--- src/rtl/core/hrcf_pkg.sv ---
// Shared types and constants of the request completeness framer.
package hrcf_pkg;

  localparam int LENGTH_BITS = 32;
  localparam logic [63:0] LEN_MASK = 64'((65'd1 << LENGTH_BITS) - 65'd1);

  localparam int DATA_W = 8;
  localparam int LIM_W = 32;
  localparam int LV_W = LIM_W + 1;
  localparam int ACC_W = LV_W + 4;
  localparam int BC_W = 33;
  localparam int STATUS_W = 2;

  localparam int TAG_LEN = 15;
  localparam int HIT_W = 16;
  localparam int TAG_W = 4;
  localparam int TM_W = 3;
  localparam logic [TM_W-1:0] TERM_LEN = 3'd4;

  localparam logic [DATA_W-1:0] TAG_TEXT [TAG_LEN] = '{
    "C", "o", "n", "t", "e", "n", "t", "-", "L", "e", "n", "g", "t", "h", ":"
  };
  localparam logic [DATA_W-1:0] CHAR_CR = 8'h0D;
  localparam logic [DATA_W-1:0] CHAR_LF = 8'h0A;
  localparam logic [DATA_W-1:0] CHAR_C = "C";
  localparam logic [DATA_W-1:0] CHAR_ZERO = "0";
  localparam logic [DATA_W-1:0] CHAR_NINE = "9";

  localparam logic [STATUS_W-1:0] ST_OK = 2'd0;
  localparam logic [STATUS_W-1:0] ST_BAD_LEN = 2'd1;
  localparam logic [STATUS_W-1:0] ST_NO_LEN = 2'd2;

  localparam int CFG_DATA_W = 32;
  localparam int ADDR_W = 3;
  localparam int REG_IDX_W = 1;
  localparam logic [REG_IDX_W-1:0] REG_MAX_BODY = 1'b0;
  localparam logic [LIM_W-1:0] MAX_BODY_RESET = 32'd1048576;

  localparam int QDEPTH = 4;
  localparam int QPTR_W = 2;
  localparam int QCNT_W = 3;

  // One classified request byte.
  typedef struct packed {
    logic              starts;
    logic              is_digit;
    logic [3:0]        digit;
    logic [HIT_W-1:0]  tag_hit;
    logic              is_c;
    logic              is_cr;
    logic              is_lf;
  } hrcf_class_t;

endpackage

--- src/rtl/core/hrcf_req_if.sv ---
// Request channel: one byte of the request stream per transfer.
interface hrcf_req_if;
  import hrcf_pkg::*;

  logic              valid;
  logic              ready;
  logic [DATA_W-1:0] data_byte;
  logic              starts_request;

  modport source (output valid, output data_byte, output starts_request, input ready);
  modport sink (input valid, input data_byte, input starts_request, output ready);
endinterface

--- src/rtl/core/hrcf_res_if.sv ---
// Result channel: completeness verdict per request byte.
interface hrcf_res_if;
  import hrcf_pkg::*;

  logic                valid;
  logic                ready;
  logic                complete;
  logic [STATUS_W-1:0] status;
  logic [LIM_W-1:0]    content_length;

  modport source (output valid, output complete, output status, output content_length,
                  input ready);
  modport sink (input valid, input complete, input status, input content_length,
                output ready);
endinterface

--- src/rtl/core/hrcf_front.sv ---
// Front end: accept request bytes and classify them for the parser.
module hrcf_front (
  hrcf_req_if.sink            req,
  input  logic                q_full,
  output logic                push,
  output hrcf_pkg::hrcf_class_t item
);
  import hrcf_pkg::*;

  logic [DATA_W-1:0] b;
  logic [DATA_W-1:0] b_off;

  assign b = req.data_byte;
  assign b_off = b - CHAR_ZERO;
  assign req.ready = !q_full;
  assign push = req.valid && !q_full;

  always_comb begin
    item = '0;
    item.starts = req.starts_request;
    item.is_digit = (b >= CHAR_ZERO) && (b <= CHAR_NINE);
    item.digit = b_off[3:0];
    // Match against every tag position at once; the parser picks by progress.
    for (int k = 0; k < TAG_LEN; k++) begin
      item.tag_hit[k] = (b == TAG_TEXT[k]);
    end
    item.is_c = (b == CHAR_C);
    item.is_cr = (b == CHAR_CR);
    item.is_lf = (b == CHAR_LF);
  end
endmodule

--- src/rtl/core/hrcf_queue.sv ---
// Small FIFO between the classifier and the parser.
module hrcf_queue (
  input  logic                  clk,
  input  logic                  rst,
  input  logic                  push,
  input  hrcf_pkg::hrcf_class_t wr_item,
  output logic                  full,
  output logic                  not_empty,
  output hrcf_pkg::hrcf_class_t rd_item,
  input  logic                  pop
);
  import hrcf_pkg::*;

  hrcf_class_t         mem [QDEPTH];
  logic [QPTR_W-1:0]   wr_ptr;
  logic [QPTR_W-1:0]   rd_ptr;
  logic [QCNT_W-1:0]   count;

  assign full = (count == QCNT_W'(QDEPTH));
  assign not_empty = (count != '0);
  assign rd_item = mem[rd_ptr];

  always_ff @(posedge clk) begin
    if (push) begin
      mem[wr_ptr] <= wr_item;
    end
  end

  always_ff @(posedge clk) begin
    if (rst) begin
      wr_ptr <= '0;
      rd_ptr <= '0;
      count <= '0;
    end else begin
      if (push) begin
        wr_ptr <= wr_ptr + 1'b1;
      end
      if (pop) begin
        rd_ptr <= rd_ptr + 1'b1;
      end
      case ({push, pop})
        2'b10: count <= count + 1'b1;
        2'b01: count <= count - 1'b1;
        default: count <= count;
      endcase
    end
  end
endmodule

--- src/rtl/core/hrcf_back.sv ---
// Back end: per-byte header parse, length decode, body count and result register.
module hrcf_back (
  input  logic                    clk,
  input  logic                    rst,
  input  logic [hrcf_pkg::LIM_W-1:0] body_limit,
  input  logic                    q_valid,
  input  hrcf_pkg::hrcf_class_t   item,
  output logic                    pop,
  hrcf_res_if.source              res
);
  import hrcf_pkg::*;

  typedef enum logic [1:0] {
    PH_SEARCH = 2'd0,
    PH_SKIP   = 2'd1,
    PH_DIGITS = 2'd2,
    PH_DONE   = 2'd3
  } phase_t;

  phase_t              phase, phase_next, cur_phase;
  logic [TM_W-1:0]     tm, tm_next, cur_tm;
  logic [TAG_W-1:0]    tag, tag_next, cur_tag;
  logic [LV_W-1:0]     lv, lv_next, cur_lv;
  logic                hdone, hdone_next, cur_hdone;
  logic [BC_W-1:0]     bc, bc_next, cur_bc;
  logic [STATUS_W-1:0] err, err_next, cur_err;

  logic                out_valid;
  logic                out_complete, complete_next;
  logic [STATUS_W-1:0] out_status;
  logic [LIM_W-1:0]    out_len, len_next;

  logic [LIM_W-1:0]    lim;
  logic [LV_W-1:0]     lim_ext;
  logic [LV_W-1:0]     lim_p1;
  logic [ACC_W-1:0]    acc;
  logic                term_hit;

  assign pop = q_valid && (!out_valid || res.ready);

  assign res.valid = out_valid;
  assign res.complete = out_complete;
  assign res.status = out_status;
  assign res.content_length = out_len;

  always_comb begin
    lim = ({32'b0, body_limit} < LEN_MASK) ? body_limit : LEN_MASK[LIM_W-1:0];
    lim_ext = {1'b0, lim};
    lim_p1 = lim_ext + 1'b1;

    // A request start clears the parse state before its byte is taken.
    cur_phase = item.starts ? PH_SEARCH : phase;
    cur_tm = item.starts ? '0 : tm;
    cur_tag = item.starts ? '0 : tag;
    cur_lv = item.starts ? '0 : lv;
    cur_hdone = item.starts ? 1'b0 : hdone;
    cur_bc = item.starts ? '0 : bc;
    cur_err = item.starts ? ST_OK : err;

    phase_next = cur_phase;
    tm_next = cur_tm;
    tag_next = cur_tag;
    lv_next = cur_lv;
    hdone_next = cur_hdone;
    bc_next = cur_bc;
    err_next = cur_err;

    acc = {1'b0, cur_lv, 3'b000} + {3'b000, cur_lv, 1'b0} + {{(ACC_W-4){1'b0}}, item.digit};

    case (cur_tm)
      3'd0, 3'd2: term_hit = item.is_cr;
      3'd1, 3'd3: term_hit = item.is_lf;
      default: term_hit = 1'b0;
    endcase

    if (!cur_hdone) begin
      case (cur_phase)
        PH_SEARCH: begin
          if (item.tag_hit[cur_tag]) begin
            tag_next = cur_tag + 1'b1;
          end else begin
            tag_next = item.is_c ? TAG_W'(1) : '0;
          end
          if (tag_next == TAG_W'(TAG_LEN)) begin
            phase_next = PH_SKIP;
          end
        end
        PH_SKIP: begin
          if (item.is_digit) begin
            lv_next = ({{(LV_W-4){1'b0}}, item.digit} > lim_ext) ? lim_p1
                      : {{(LV_W-4){1'b0}}, item.digit};
            phase_next = PH_DIGITS;
          end
        end
        PH_DIGITS: begin
          if (item.is_digit) begin
            // Saturate just above the limit.
            lv_next = (acc > {4'b0, lim_ext}) ? lim_p1 : acc[LV_W-1:0];
          end else if (cur_lv > lim_ext) begin
            err_next = ST_BAD_LEN;
            lv_next = '0;
            phase_next = PH_DONE;
          end else begin
            phase_next = PH_DONE;
          end
        end
        default: begin
          phase_next = cur_phase;
        end
      endcase

      if (term_hit) begin
        tm_next = cur_tm + 1'b1;
      end else begin
        tm_next = item.is_cr ? TM_W'(1) : '0;
      end
      if (tm_next == TERM_LEN) begin
        hdone_next = 1'b1;
        // Header ended while the value was still pending: invalid.
        if (phase_next == PH_SKIP || phase_next == PH_DIGITS) begin
          err_next = ST_BAD_LEN;
          lv_next = '0;
          phase_next = PH_DONE;
        end
      end
    end else begin
      if (cur_bc != '1) begin
        bc_next = cur_bc + 1'b1;
      end
      if (cur_err == ST_OK && cur_lv == '0) begin
        err_next = ST_NO_LEN;
      end
    end

    complete_next = hdone_next && (err_next == ST_OK) && ({1'b0, bc_next} >= {1'b0, lv_next});
    len_next = (err_next == ST_BAD_LEN || lv_next > lim_ext) ? '0 : lv_next[LIM_W-1:0];
  end

  always_ff @(posedge clk) begin
    if (rst) begin
      phase <= PH_SEARCH;
      tm <= '0;
      tag <= '0;
      lv <= '0;
      hdone <= 1'b0;
      bc <= '0;
      err <= ST_OK;
      out_valid <= 1'b0;
    end else begin
      if (pop) begin
        phase <= phase_next;
        tm <= tm_next;
        tag <= tag_next;
        lv <= lv_next;
        hdone <= hdone_next;
        bc <= bc_next;
        err <= err_next;
        out_valid <= 1'b1;
        out_complete <= complete_next;
        out_status <= err_next;
        out_len <= len_next;
      end else if (res.ready) begin
        out_valid <= 1'b0;
      end
    end
  end
endmodule

--- src/rtl/core/http_request_completeness_framer_top.sv ---
// Top level of the HTTP request completeness framer.
//
// Feed the request stream one byte per transfer on req; every accepted byte
// yields exactly one result on res: complete (header ended with CR LF CR LF,
// no error, and the body count reached Content-Length), status (0 ok or
// pending, 1 invalid length, 2 body without length) and the decoded length.
// Set starts_request on the first byte of each new request to clear the
// parse state. Throughput is one byte per clock unless res.ready stalls: the
// front end classifies a byte in the cycle it is accepted and pushes it into
// a four-entry queue, and the back end retires one byte per cycle while its
// output register is free or being taken, the whole per-byte state update
// (tag and terminator match, multiply-by-ten accumulate, limit compare, body
// count) being combinational. A result is registered after its byte leaves the
// queue, which takes bytes while a result awaits res.ready until it is full.
// Write the body size limit (byte address 0, reset 1048576) over APB only
// while the block is idle.
module http_request_completeness_framer_top (
  input  logic                           clk,
  input  logic                           rst,
  hrcf_req_if.sink                       req,
  hrcf_res_if.source                     res,
  input  logic                           psel,
  input  logic                           penable,
  input  logic                           pwrite,
  input  logic [hrcf_pkg::ADDR_W-1:0]     paddr,
  input  logic [hrcf_pkg::CFG_DATA_W-1:0] pwdata,
  output logic [hrcf_pkg::CFG_DATA_W-1:0] prdata,
  output logic                           pready
);
  import hrcf_pkg::*;

  logic [LIM_W-1:0]     body_limit;
  logic [REG_IDX_W-1:0] reg_idx;
  logic                 cfg_wr;

  hrcf_class_t          f_item;
  hrcf_class_t          q_item;
  logic                 f_push;
  logic                 q_full;
  logic                 q_valid;
  logic                 b_pop;

  // Register file: a single limit register, written in the APB access phase.
  assign pready = 1'b1;
  assign reg_idx = paddr[ADDR_W-1:2];
  assign cfg_wr = psel && penable && pwrite && pready;
  assign prdata = (reg_idx == REG_MAX_BODY) ? body_limit : '0;

  always_ff @(posedge clk) begin
    if (rst) begin
      body_limit <= MAX_BODY_RESET;
    end else if (cfg_wr && reg_idx == REG_MAX_BODY) begin
      body_limit <= pwdata;
    end
  end

  // Classify each accepted byte.
  hrcf_front u_front (
    .req    (req),
    .q_full (q_full),
    .push   (f_push),
    .item   (f_item)
  );

  // Decouple acceptance from result back-pressure.
  hrcf_queue u_queue (
    .clk       (clk),
    .rst       (rst),
    .push      (f_push),
    .wr_item   (f_item),
    .full      (q_full),
    .not_empty (q_valid),
    .rd_item   (q_item),
    .pop       (b_pop)
  );

  // Advance the parse state and register one result per byte.
  hrcf_back u_back (
    .clk        (clk),
    .rst        (rst),
    .body_limit (body_limit),
    .q_valid    (q_valid),
    .item       (q_item),
    .pop        (b_pop),
    .res        (res)
  );
endmodule

--- src/flat_wrapper.sv ---
// flat-port wrapper written by rule: the top's interface ports become plain ports
module http_request_completeness_framer_top_flat import hrcf_pkg::*;
  (clk, rst, psel, penable, pwrite, paddr, pwdata, prdata, pready, req_valid, req_data_byte, req_starts_request, req_ready, res_valid, res_complete, res_status, res_content_length, res_ready);
  hrcf_req_if req_i ();
  hrcf_res_if res_i ();
  input  logic clk;
  input  logic rst;
  input  logic psel;
  input  logic penable;
  input  logic pwrite;
  input  logic [hrcf_pkg::ADDR_W-1:0] paddr;
  input  logic [hrcf_pkg::CFG_DATA_W-1:0] pwdata;
  output logic [hrcf_pkg::CFG_DATA_W-1:0] prdata;
  output logic pready;
  input wire logic [$bits(req_i.valid)-1:0] req_valid;
  input wire logic [$bits(req_i.data_byte)-1:0] req_data_byte;
  input wire logic [$bits(req_i.starts_request)-1:0] req_starts_request;
  output wire logic [$bits(req_i.ready)-1:0] req_ready;
  output wire logic [$bits(res_i.valid)-1:0] res_valid;
  output wire logic [$bits(res_i.complete)-1:0] res_complete;
  output wire logic [$bits(res_i.status)-1:0] res_status;
  output wire logic [$bits(res_i.content_length)-1:0] res_content_length;
  input wire logic [$bits(res_i.ready)-1:0] res_ready;
  assign req_i.valid = req_valid;
  assign req_i.data_byte = req_data_byte;
  assign req_i.starts_request = req_starts_request;
  assign req_ready = req_i.ready;
  assign res_valid = res_i.valid;
  assign res_complete = res_i.complete;
  assign res_status = res_i.status;
  assign res_content_length = res_i.content_length;
  assign res_i.ready = res_ready;
  http_request_completeness_framer_top u_core (.clk(clk), .rst(rst), .req(req_i), .res(res_i), .psel(psel), .penable(penable), .pwrite(pwrite), .paddr(paddr), .pwdata(pwdata), .prdata(prdata), .pready(pready));
endmodule
--- config.mk ---
export PLATFORM = sky130hd
export DESIGN_NAME = http_request_completeness_framer_top_flat
export DESIGN_NICKNAME = d
export VERILOG_FILES = /design/src/rtl/core/hrcf_pkg.sv /design/src/rtl/core/hrcf_req_if.sv /design/src/rtl/core/hrcf_res_if.sv /design/src/rtl/core/hrcf_front.sv /design/src/rtl/core/hrcf_queue.sv /design/src/rtl/core/hrcf_back.sv /design/src/rtl/core/http_request_completeness_framer_top.sv /design/src/flat_wrapper.sv
export SDC_FILE = /design/constraint.sdc
export NUM_CORES = 1
export LEC_CHECK = 0
export ABC_AREA = 1
export BUFFER_PORTS_ARGS = -buffer_cell sky130_fd_sc_hd__buf_2
export CAP_MARGIN = 20
export CORE_MARGIN = 2
export CORE_UTILIZATION = 38
export CTS_CLUSTER_DIAMETER = 100
export DETAILED_ROUTE_END_ITERATION = 6
export PLACE_DENSITY = 0.6
export REMOVE_ABC_BUFFERS = 1
export SLEW_MARGIN = 25
export SYNTH_ARGS = -nofsm -noshare
export SYNTH_HDL_FRONTEND = slang
export SYNTH_HIERARCHICAL = 1
export SYNTH_SLANG_ARGS = --single-unit
--- constraint.sdc ---
create_clock -name clk -period 11.3 [get_ports clk]
set_input_delay 1.13 -clock clk [delete_from_list [all_inputs] [get_ports clk]]
set_output_delay 1.13 -clock clk [all_outputs]
set_load 0.02 [all_outputs]
---- After elaboration in Yosys (flattened, before gate mapping) ----
Memories as Yosys holds them, arrays and structs flattened. A register that Yosys moved wholly into a read port is not among the register bits.
Index checks and enable logic that the tools add are counted.
storage, ports and cells
  register bits ........................... 153
  RAM bits ................................ 96
  input port bits ......................... 51
  logic and storage cells ................. 146
  memories ................................ 1
cells by class
  add/subtract/negate cells ............... 11
  $lt $le $gt $ge ......................... 9
  equal/unequal tests ..................... 26
  mux-type cells .......................... 57
  bitwise operators ....................... 2
  reductions and logical operators ........ 25
memory list
  name                words  width  read ports  clocked after Yosys merged registers in  write ports  line              source
  u_core.u_queue.mem  4      24     1           1                                        1            hrcf_queue.sv:14  hrcf_class_t mem [QDEPTH];
operators with widths
  cell                                                               number
  two-way mux 33 bit                                                 12
  > comparator 33 x 32 -> 1 bit                                      2
  one-hot mux 33 bit (2 select lines)                                1
  equality test 8 x 7 -> 1 bit, second input constant                8
  two-way mux 32 bit                                                 2
  adder 36 x 34 -> 37 bit                                            1
  adder 37 x 4 -> 37 bit                                             1
  > comparator 37 x 32 -> 1 bit                                      1
  two-way mux 2 bit                                                  18
  adder 32 x 1 -> 33 bit, second input constant                      1
  adder 33 x 1 -> 33 bit, second input constant                      1
  greater-or-equal comparator 33 bit                                 1
  logical NOT 33 bit                                                 1
  != test 33 bit, second input constant                              1
  > comparator 4 x 32 -> 1 bit                                       1
  < comparator 32 bit, second input constant                         1
  two-way mux 4 bit                                                  6
  equality test 8 x 4 -> 1 bit, second input constant                2
  equality test 8 x 6 -> 1 bit, second input constant                2
  two-way mux 3 bit                                                  4
  two-way mux 1 bit                                                  10
  logical AND 1 bit                                                  9
  equality test 2 x 1 -> 1 bit, second input constant                4
  greater-or-equal comparator 8 x 6 -> 1 bit, second input constant  1
  25 further kinds                                                   39

---- Longest topological paths before layout ----
Gate-level depths: netlist of the first run.
  depth after elaboration ................. 18
  mapped depth ............................ 63
  depth with buffers taken out ............ 56

---- Modules after synthesis ----
Netlist of the first run, hierarchy kept.
modules (own cells, without submodules)
  module                                times used  cells each  area each (um^2)
  hrcf_back                             1           2352        14659.1
  hrcf_queue                            1           300         4257.8
  http_request_completeness_framer_top  1           280         1674.1
  hrcf_front                            1           69          311.5

---- Worst setup path after synthesis of the first run ----
No wires, ideal clock.
  kind .................................... reg2reg
  start ................................... register with a tool-made name
  end ..................................... register u_core.u_back.out_len[31] (netlist: u_core/u_back/res.content_length[31]), data pin
  library setup time ...................... 0.139 ns
  arrival ................................. 6.828 ns
  data required time ...................... 11.161 ns
  setup slack ............................. 4.333 ns
  cell stages (with the launch flop) ...... 55
  buffers on the path ..................... 7
  cells stage by stage .................... dfxtp_1 > buf_6 > buf_4 > o21ai_0 > o22ai_1 > buf_6 > buf_6 > buf_6 > nor2_1 > xnor2_1 > inv_1 > ha_1 > fa_1 > nand2_1 > nand3_2 > a21oi_1 > o21ai_2 > a21oi_1 > [19 not listed] > nand2_1 > ha_1 > a21oi_1 > nor2_1 > a211oi_1 > o211ai_1 > o21ai_0 > nand2_1 > nand2_1 > nand2_1 > nand2_1 > nand2_1 > a21oi_1 > nor2_1 > nor2_1 > nand3_2 > buf_6 > nor2_1
RTL lines
  element               line              source
  to (signal assigned)  hrcf_back.sv:161  out_len <= len_next;
  to (decl)             hrcf_back.sv:31   logic [LIM_W-1:0] out_len, len_next;

==> insert_results.sql, run 1 <==
INSERT INTO impl_metrics (metric_group, metric, value, unit) VALUES
('status', 'result_of_the_run', 'finished clean', ''),
('sta', 'clock.fmax', '104', 'MHz'),
('clocking', 'clk-insertion-delay-late', '0.61', 'ns'),
('worst_setup_path', 'reg2reg_setup_slack', '1.70', 'ns'),
('logic_synthesis', 'synth-edff-count', '135', ''),
('finish', 'final_layout_size_suffix_gt1_share', '9.18', '%'),
('sta', 'worst-slew-pin-transition', '1.02', 'ns'),
('worst_setup_path', 'critical-path-max-stage-delay', '0.81', 'ns'),
('pwr', 'share_clk_of_total_power', '15.2', '%'),
('hold_path', 'min_delay_worst_endpoint', 'u_core/u_queue/rd_ptr[1]', ''),
('floorplanning', 'die_height', '239', 'um'),
('finish', 'fillers', '5766', ''),
('sta', 'maxSlewViolCount', '0', ''),
('clocking', 'clock_tree_from_tritoncts', 'yes', ''),
('floorplanning', 'floorplan.die.width', '239', 'um'),
('clocking', 'clk_path_buf_depth', '3', ''),
('floorplanning', 'fp.dieArea', '56900', 'um^2'),
('worst_setup_path', 'path_max_fanout', '50', ''),
('place', 'detailed_place.area', '21900', 'um^2'),
('pwr', 'sequentialPowerShare', '20.7', '%'),
('drt', 'route.vias.total', '19300', ''),
('global_routing', 'grt_pass1_wl', '94400', 'um'),
('drt', 'met2RoutedLength', '28100', 'um'),
('worst_setup_path', 'critPathRequiredTime', '11.76', 'ns'),
('pwr', 'p_sw_share', '52.2', '%'),
('logic_synthesis', 'postSynth.asyncResetShare', '0', '%'),
('sta', 'timing.clock.skew', '0.0217', 'ns'),
('drt', 'route.detailed.drc', '0', ''),
('drt', 'drt-pass1-iter-count', '7', ''),
('sta', 'finalHoldViolCount', '0', ''),
('worst_setup_path', 'rr_endpoint', 'u_core/u_back/res.content_length[13]', ''),
('clocking', 'post-cts-setup-buffer-count', '0', ''),
('drt', 'via_per_inst', '5.11', ''),
('drt', 'wl_met1', '27200', 'um'),
('hold_path', 'holdPathStages', '1', ''),
('logic_synthesis', 'ys_dominant_reg_cell', 'sky130_fd_sc_hd__edfxtp_1', ''),
('global_routing', 'first_global_vias', '17400', ''),
('global_routing', 'grt_overflow_total', '0', ''),
('sta', 'finalCriticalPeriod', '9.60', 'ns'),
('clocking', 'clock-sinks', '255', ''),
('drt', 'wire_length_per_cell_after_detailed_routing', '16.0', 'um'),
('worst_setup_path', 'worst-endpoint-arrival', '10.06', 'ns'),
('logic_synthesis', 'post_synth_num_cell_types', '61', ''),
('hold_path', 'hold_path.startpoint', 'u_core/u_queue/rd_ptr[1]', ''),
('sta', 'timing.final.setup_violations', '0', ''),
('pwr', 'power_leakage', '10.8', 'nW'),
('global_routing', 'grt_use_total', '20.9', '%'),
('hold_path', 'hp-class', 'register to register', ''),
('worst_setup_path', 'slowest_cell_on_the_critical_path', 'sky130_fd_sc_hd__o22ai_4', ''),
('worst_setup_path', 'critical_path.startpoint_type', 'register', ''),
('clocking', 'cts_inserted_buffers', '31', ''),
('clocking', 'postCtsResizedCells', '0', ''),
('finish', 'final_design_area_no_fill', '22900', 'um^2'),
('pwr', 'power_frac_comb', '64.2', '%'),
('sta', 'setup_tns', '0', 'ns'),
('pwr', 'vdd_drop_max', '0.000151', 'V'),
('logic_synthesis', 'syn-mean-instance-area', '6.97', 'um^2'),
('logic_synthesis', 'seq_total_area_yosys', '30.9', '%'),
('finish', 'layout_commonest_cell', 'sky130_fd_sc_hd__nand2_1', ''),
('global_routing', 'grt_max_degree', '91', ''),
('worst_setup_path', 'critical_path_class', 'register to register', ''),
('pwr', 'pwr_density_cell', '281', 'nW/um^2'),
('floorplanning', 'core.rowCount', '85', ''),
('pwr', 'switchingPower', '3.36', 'mW'),
('drt', 'met3_wirelength', '2950', 'um'),
('floorplanning', 'initial_core_util', '38.6', '%'),
('place', 'place.gp.congestion', '0.938', ''),
('logic_synthesis', 'yosys_warnings', '6', ''),
('logic_synthesis', 'synth.ff_latch_count', '255', ''),
('logic_synthesis', 'synth_cells', '3001', ''),
('worst_setup_path', 'path_buf_inv', '3', '');
cell usage after synthesis, types with 23 or more instances:
cell | number | share of area, %
sky130_fd_sc_hd__inv_1 | 457 | 8.2
sky130_fd_sc_hd__nand4_1 | 70 | 2.1
sky130_fd_sc_hd__o22ai_1 | 25 | 0.75
sky130_fd_sc_hd__clkbuf_1 | 48 | 0.86
sky130_fd_sc_hd__dfxtp_1 | 120 | 11
sky130_fd_sc_hd__nand3_1 | 163 | 3.9
sky130_fd_sc_hd__nor2_1 | 436 | 7.8
sky130_fd_sc_hd__o21ai_1 | 27 | 0.65
sky130_fd_sc_hd__buf_4 | 25 | 0.90
sky130_fd_sc_hd__nor3_1 | 35 | 0.84
sky130_fd_sc_hd__a31oi_1 | 37 | 1.1
sky130_fd_sc_hd__a21oi_1 | 235 | 5.6
sky130_fd_sc_hd__o21ai_0 | 98 | 2.3
sky130_fd_sc_hd__nor4_1 | 23 | 0.69
sky130_fd_sc_hd__nand2_1 | 596 | 11
sky130_fd_sc_hd__edfxtp_1 | 135 | 19
sky130_fd_sc_hd__ha_1 | 200 | 12
sky130_fd_sc_hd__xor2_1 | 70 | 2.9
power groups by stage:
stage / combinational (mW) / sequential, mW / clock, mW
2_1_floorplan: 2.77 / 1.40 / 0
3_3_place_gp: 4.07 / 1.35 / 0
3_5_place_dp: 4.10 / 1.35 / 0
4_1_cts: 4.12 / 1.33 / 1.00
5_1_grt: 4.67 / 1.35 / 1.04
6_report: 4.13 / 1.33 / 0.975
registers in the layout (all words and copies together), names as in the netlist, named ones only:
register,count
u_core/body_limit,32
u_core/u_back/bc,33
u_core/u_back/phase,2
u_core/u_back/hdone,1
u_core/u_back/tag,4
u_core/u_back/res.complete,1
u_core/u_queue/mem,100
u_core/u_back/err,2
u_core/u_queue/wr_ptr,2
u_core/u_queue/rd_ptr,2
u_core/u_back/res.status,2
u_core/u_back/tm,3
u_core/u_queue/count,3
u_core/u_back/res.valid,1
u_core/u_back/res.content_length,32
u_core/u_back/lv,33
worst register-to-register path: cells and delay by family, from the launching register on:
kind	cells	cell delay [ns]
AOI/OAI and AO/OA	11	2.84
xor gates and xnor gates	2	0.45
adders and majority gates	4	1.41
buffers and inverters	3	0.90
DFF	1	0.40
and+or+nand+nor	29	3.49
cell type report:
class                      count  area [um^2]  area share [%]
multi-input combinational   2155        12000            52.4
sequential                   255         6460            28.2
inverter                     468         1760            7.67
tap                          696          871            3.80
timing repair buffer         149          838            3.66
clock buffer                  36          795            3.47
clock inverter                20          181           0.791
per-stage QoR:
stage	util, %	cells	setup WS [ns]	hold slack, ns	total power, mW
2_1_floorplan	-	2878	0.609	0.412	4.16
5_1_grt	42.3	3779	0.801	0.492	7.06
3_3_place_gp	40.5	3722	1.90	0.431	5.41
4_1_cts	42.3	3779	1.76	0.456	6.45
3_5_place_dp	40.5	3723	1.81	0.440	5.45
6_report	42.3	3779	1.70	0.453	6.43
cell families after synthesis:
kind of cell    synth area share, %
simple gates                   28.4
compound gates                 12.9
fa+ha+maj                      12.2
flops                          30.9
other cells                  0.0359
buf+inv                        11.8
xor+xnor                       3.81
metal layers:
metal	vias up	global-route usage, %
met3	91	2.46
li1	9963	-
met4	0	6.91
met5	-	0
met1	8808	27.8
met2	447	35.1
worst max path at each step:
| stage | endpoint | depth (start not counted) |
|---|---|---|
| finish | u_core/u_back/res.content_length[13] | 49 |
| global route | u_core/u_back/res.content_length[14] | 49 |
| CTS | u_core/u_back/res.content_length[14] | 49 |
| detailed placement | u_core/u_back/res.content_length[14] | 49 |
| global placement | u_core/u_back/res.content_length[0] | 49 |
| floorplan | u_core/u_back/res.content_length[29] | 48 |
Note: power is estimated with default switching activity, not from simulation.
==> inputs of run 2 (changes only) <==
--- a/config.mk
+++ b/config.mk
@@ -12,7 +12,7 @@
 export CORE_UTILIZATION = 38
 export CTS_CLUSTER_DIAMETER = 100
 export DETAILED_ROUTE_END_ITERATION = 6
-export PLACE_DENSITY = 0.6
+export PLACE_DENSITY = 0.62
 export REMOVE_ABC_BUFFERS = 1
 export SLEW_MARGIN = 25
 export SYNTH_ARGS = -nofsm -noshare
==> constraint.sdc (replaced) <==
create_clock -name clk -period 7.9 [get_ports clk]
set_input_delay 0.79 -clock clk [delete_from_list [all_inputs] [get_ports clk]]
set_output_delay 0.79 -clock clk [all_outputs]
set_load 0.02 [all_outputs]
==> run 2 against run 1 <==
Net effect:
- routed wire length rose by 4.2%
- highest routed layer unchanged
- sequential cell count did not move
- critical path type unchanged
- clock skew fell by 0.0067 ns
- non-clock buffer count rose by 122
- sequential power rose by 43%
==> insert_results.sql, run 2 (synthesis gave the netlist of run 1 again) <==
INSERT INTO impl_metrics (metric_group, metric, value, unit) VALUES
('finish', 'synthToLayoutAreaGrowth', '16.2', '%'),
('worst_setup_path', 'critical_path.startpoint_type', 'register', ''),
('drt', 'met3_wirelength', '3070', 'um'),
('worst_setup_path', 'path_max_fanout', '15', ''),
('floorplanning', 'io-pin-count', '121', ''),
('pwr', 'vdd_drop_max', '0.000275', 'V'),
('clocking', 'cts_max_level', '1', ''),
('clocking', 'root_buffer', 'sky130_fd_sc_hd__clkbuf_16', ''),
('global_routing', 'grt_overflow_total', '0', ''),
('drt', 'route.vias.total', '20000', ''),
('sta', 'finalCriticalPeriod', '7.40', 'ns'),
('finish', 'final_cells', '3899', ''),
('floorplanning', 'core.rowCount', '85', ''),
('drt', 'wl_met1', '28200', 'um'),
('worst_setup_path', 'critical_path.endpoint_type', 'register', ''),
('worst_setup_path', 'cpMostUsedCell', 'sky130_fd_sc_hd__nand2_1', ''),
('sta', 'setup_tns', '0', 'ns'),
('drt', 'route.detailed.drc', '0', ''),
('global_routing', 'grt_max_degree', '93', ''),
('worst_setup_path', 'critical-path-max-stage-delay', '0.39', 'ns'),
('flow_run', 'number_of_max_cap_violations', '0', ''),
('sta', 'maxSlewViolCount', '0', ''),
('clocking', 'clk-insertion-delay-late', '0.58', 'ns'),
('clocking', 'cts.reportedPaths.clkPinSlew', '0.06', 'ns'),
('drt', 'wire_length_per_cell_after_detailed_routing', '16.1', 'um'),
('floorplanning', 'core_area', '54100', 'um^2'),
('finish', 'largest_reg_flops', '100', ''),
('pwr', 'design_power_total', '10.5', 'mW'),
('drt', 'drtIter0Drc', '1362', ''),
('drt', 'met2RoutedLength', '29500', 'um'),
('worst_setup_path', 'worst-endpoint-arrival', '7.83', 'ns'),
('global_routing', 'first_global_vias', '18200', ''),
('clocking', 'clk_path_buf_depth', '3', ''),
('finish', 'biggestRegsByFlops', 'u_core/u_queue/mem: 100 flops, u_core/u_back/bc: 33 flops, u_core/u_back/lv: 33 flops', ''),
('finish', 'final_design_area_no_fill', '24300', 'um^2'),
('sta', 'maxSlewHeadroom', '36.8', '%'),
('hold_path', 'hp-class', 'input pin to register', ''),
('sta', 'clock.fmax', '135', 'MHz'),
('finish', 'fillers', '5571', ''),
('finish', 'design.final.nets', '3434', ''),
('worst_setup_path', 'critPathRequiredTime', '8.33', 'ns'),
('clocking', 'clock_tree_from_tritoncts', 'yes', ''),
('floorplanning', 'floorplan.die.width', '239', 'um'),
('sta', 'timing.final.setup_violations', '0', ''),
('global_routing', 'grt_pass1_wl', '96700', 'um'),
('sta', 'worst-slew-pin-transition', '0.949', 'ns'),
('finish', 'layout.cells.most_common_list', 'sky130_fd_sc_hd__nand2_1 (591), sky130_fd_sc_hd__inv_1 (456), sky130_fd_sc_hd__nor2_1 (412), sky130_fd_sc_hd__a21oi_1 (226), sky130_fd_sc_hd__ha_1 (200)', ''),
('drt', 'ant_nets', '0', ''),
('floorplanning', 'initial_core_util', '38.6', '%'),
('pwr', 'power_leakage', '11.6', 'nW'),
('place', 'placement.setup.worst_slack', '0.308', 'ns'),
('drt', 'drt-pass1-iter-count', '5', ''),
('place', 'placedCellCount', '3830', ''),
('sta', 'smallest_setup_slack_after_layout', '0.503', 'ns'),
('floorplanning', 'die_height', '239', 'um'),
('drt', 'wl', '62900', 'um'),
('floorplanning', 'fp.dieArea', '56900', 'um^2'),
('place', 'port_bufs', '117', ''),
('finish', 'finish.utilization', '44.9', '%'),
('worst_setup_path', 'critical_path_class', 'register to register', ''),
('clocking', 'cts_inserted_buffers', '29', ''),
('drt', 'via_per_inst', '5.14', ''),
('sta', 'finalHoldViolCount', '0', ''),
('place', 'place.gp.congestion', '0.946', ''),
('global_routing', 'antenna_found_initial', '0', ''),
('worst_setup_path', 'slowest_cell_on_the_critical_path', 'sky130_fd_sc_hd__ha_1', ''),
('clocking', 'clock-sinks', '255', ''),
('finish', 'final_layout_size_suffix_gt1_share', '14.5', '%'),
('sta', 'finalCritPeriodShare', '93.6', '%'),
('sta', 'timing.hold.ws', '0.442', 'ns'),
('pwr', 'pwr_density_cell', '431', 'nW/um^2'),
('sta', 'timing.clock.skew', '0.0150', 'ns'),
('finish', 'top_register', 'u_core/u_queue/mem', ''),
('place', 'detailed_place.area', '22800', 'um^2'),
('finish', 'layout_commonest_cell', 'sky130_fd_sc_hd__nand2_1', ''),
('finish', 'antenna-diode-count', '0', ''),
('place', 'place_hpwl', '46500', 'um'),
('global_routing', 'grt_use_total', '21.3', '%'),
('status', 'result_of_the_run', 'finished clean', ''),
('drt', 'top_layer_used', 'met4', '');
run 2: worst paths after layout:
kind                                 start                                    to  slack (ns)  cells past startpoint
setup / recovery                  register  u_core/u_back/res.content_length[27]        0.50                     47
hold / removal                  pwdata[20]                 u_core/body_limit[20]        0.44                      3
setup reg to reg                  register  u_core/u_back/res.content_length[27]        0.50                     47
hold reg to reg   u_core/u_queue/rd_ptr[1]              u_core/u_queue/rd_ptr[1]        0.44                      1
run 2: cell type report:
class                      count  area, um^2  share of cell area (%)
tap                          696         871                    3.58
clock inverter                20         251                    1.04
timing repair buffer         271        1920                    7.89
multi-input combinational   2156       12300                    50.6
clock buffer                  33         741                    3.05
sequential                   255        6460                    26.6
inverter                     468        1760                    7.25
run 2: report_power, final:
group	switching, mW	internal (mW)	total (mW)
Sequential	0.147	1.75	1.90
Clock	0.574	0.840	1.41
Combinational	4.46	2.69	7.15
run 2: metal layers:
layer	global-route usage [%]	up-vias
li1	-	10200
met1	28.3	9230
met2	36.1	514
met3	2.11	99
met4	7.18	0
met5	0	-
run 2: repair_timing:
action                     CTS  global route
setup endpoints to repair    0            33
hold buffers                 0             0
gates resized for setup      0            78
hold endpoints to repair     0             0
setup buffers                0            10
run 2: critical path: cells and delay by family (launching register included):
| kind | cells | cell delay, ns |
|---|---|---|
| adders and majority gates | 4 | 1.29 |
| AOI/OAI and AO/OA | 11 | 1.68 |
| buffers and inverters | 8 | 1.28 |
| xor gates and xnor gates | 1 | 0.24 |
| and+or+nand+nor | 23 | 2.42 |
| DFF | 1 | 0.30 |
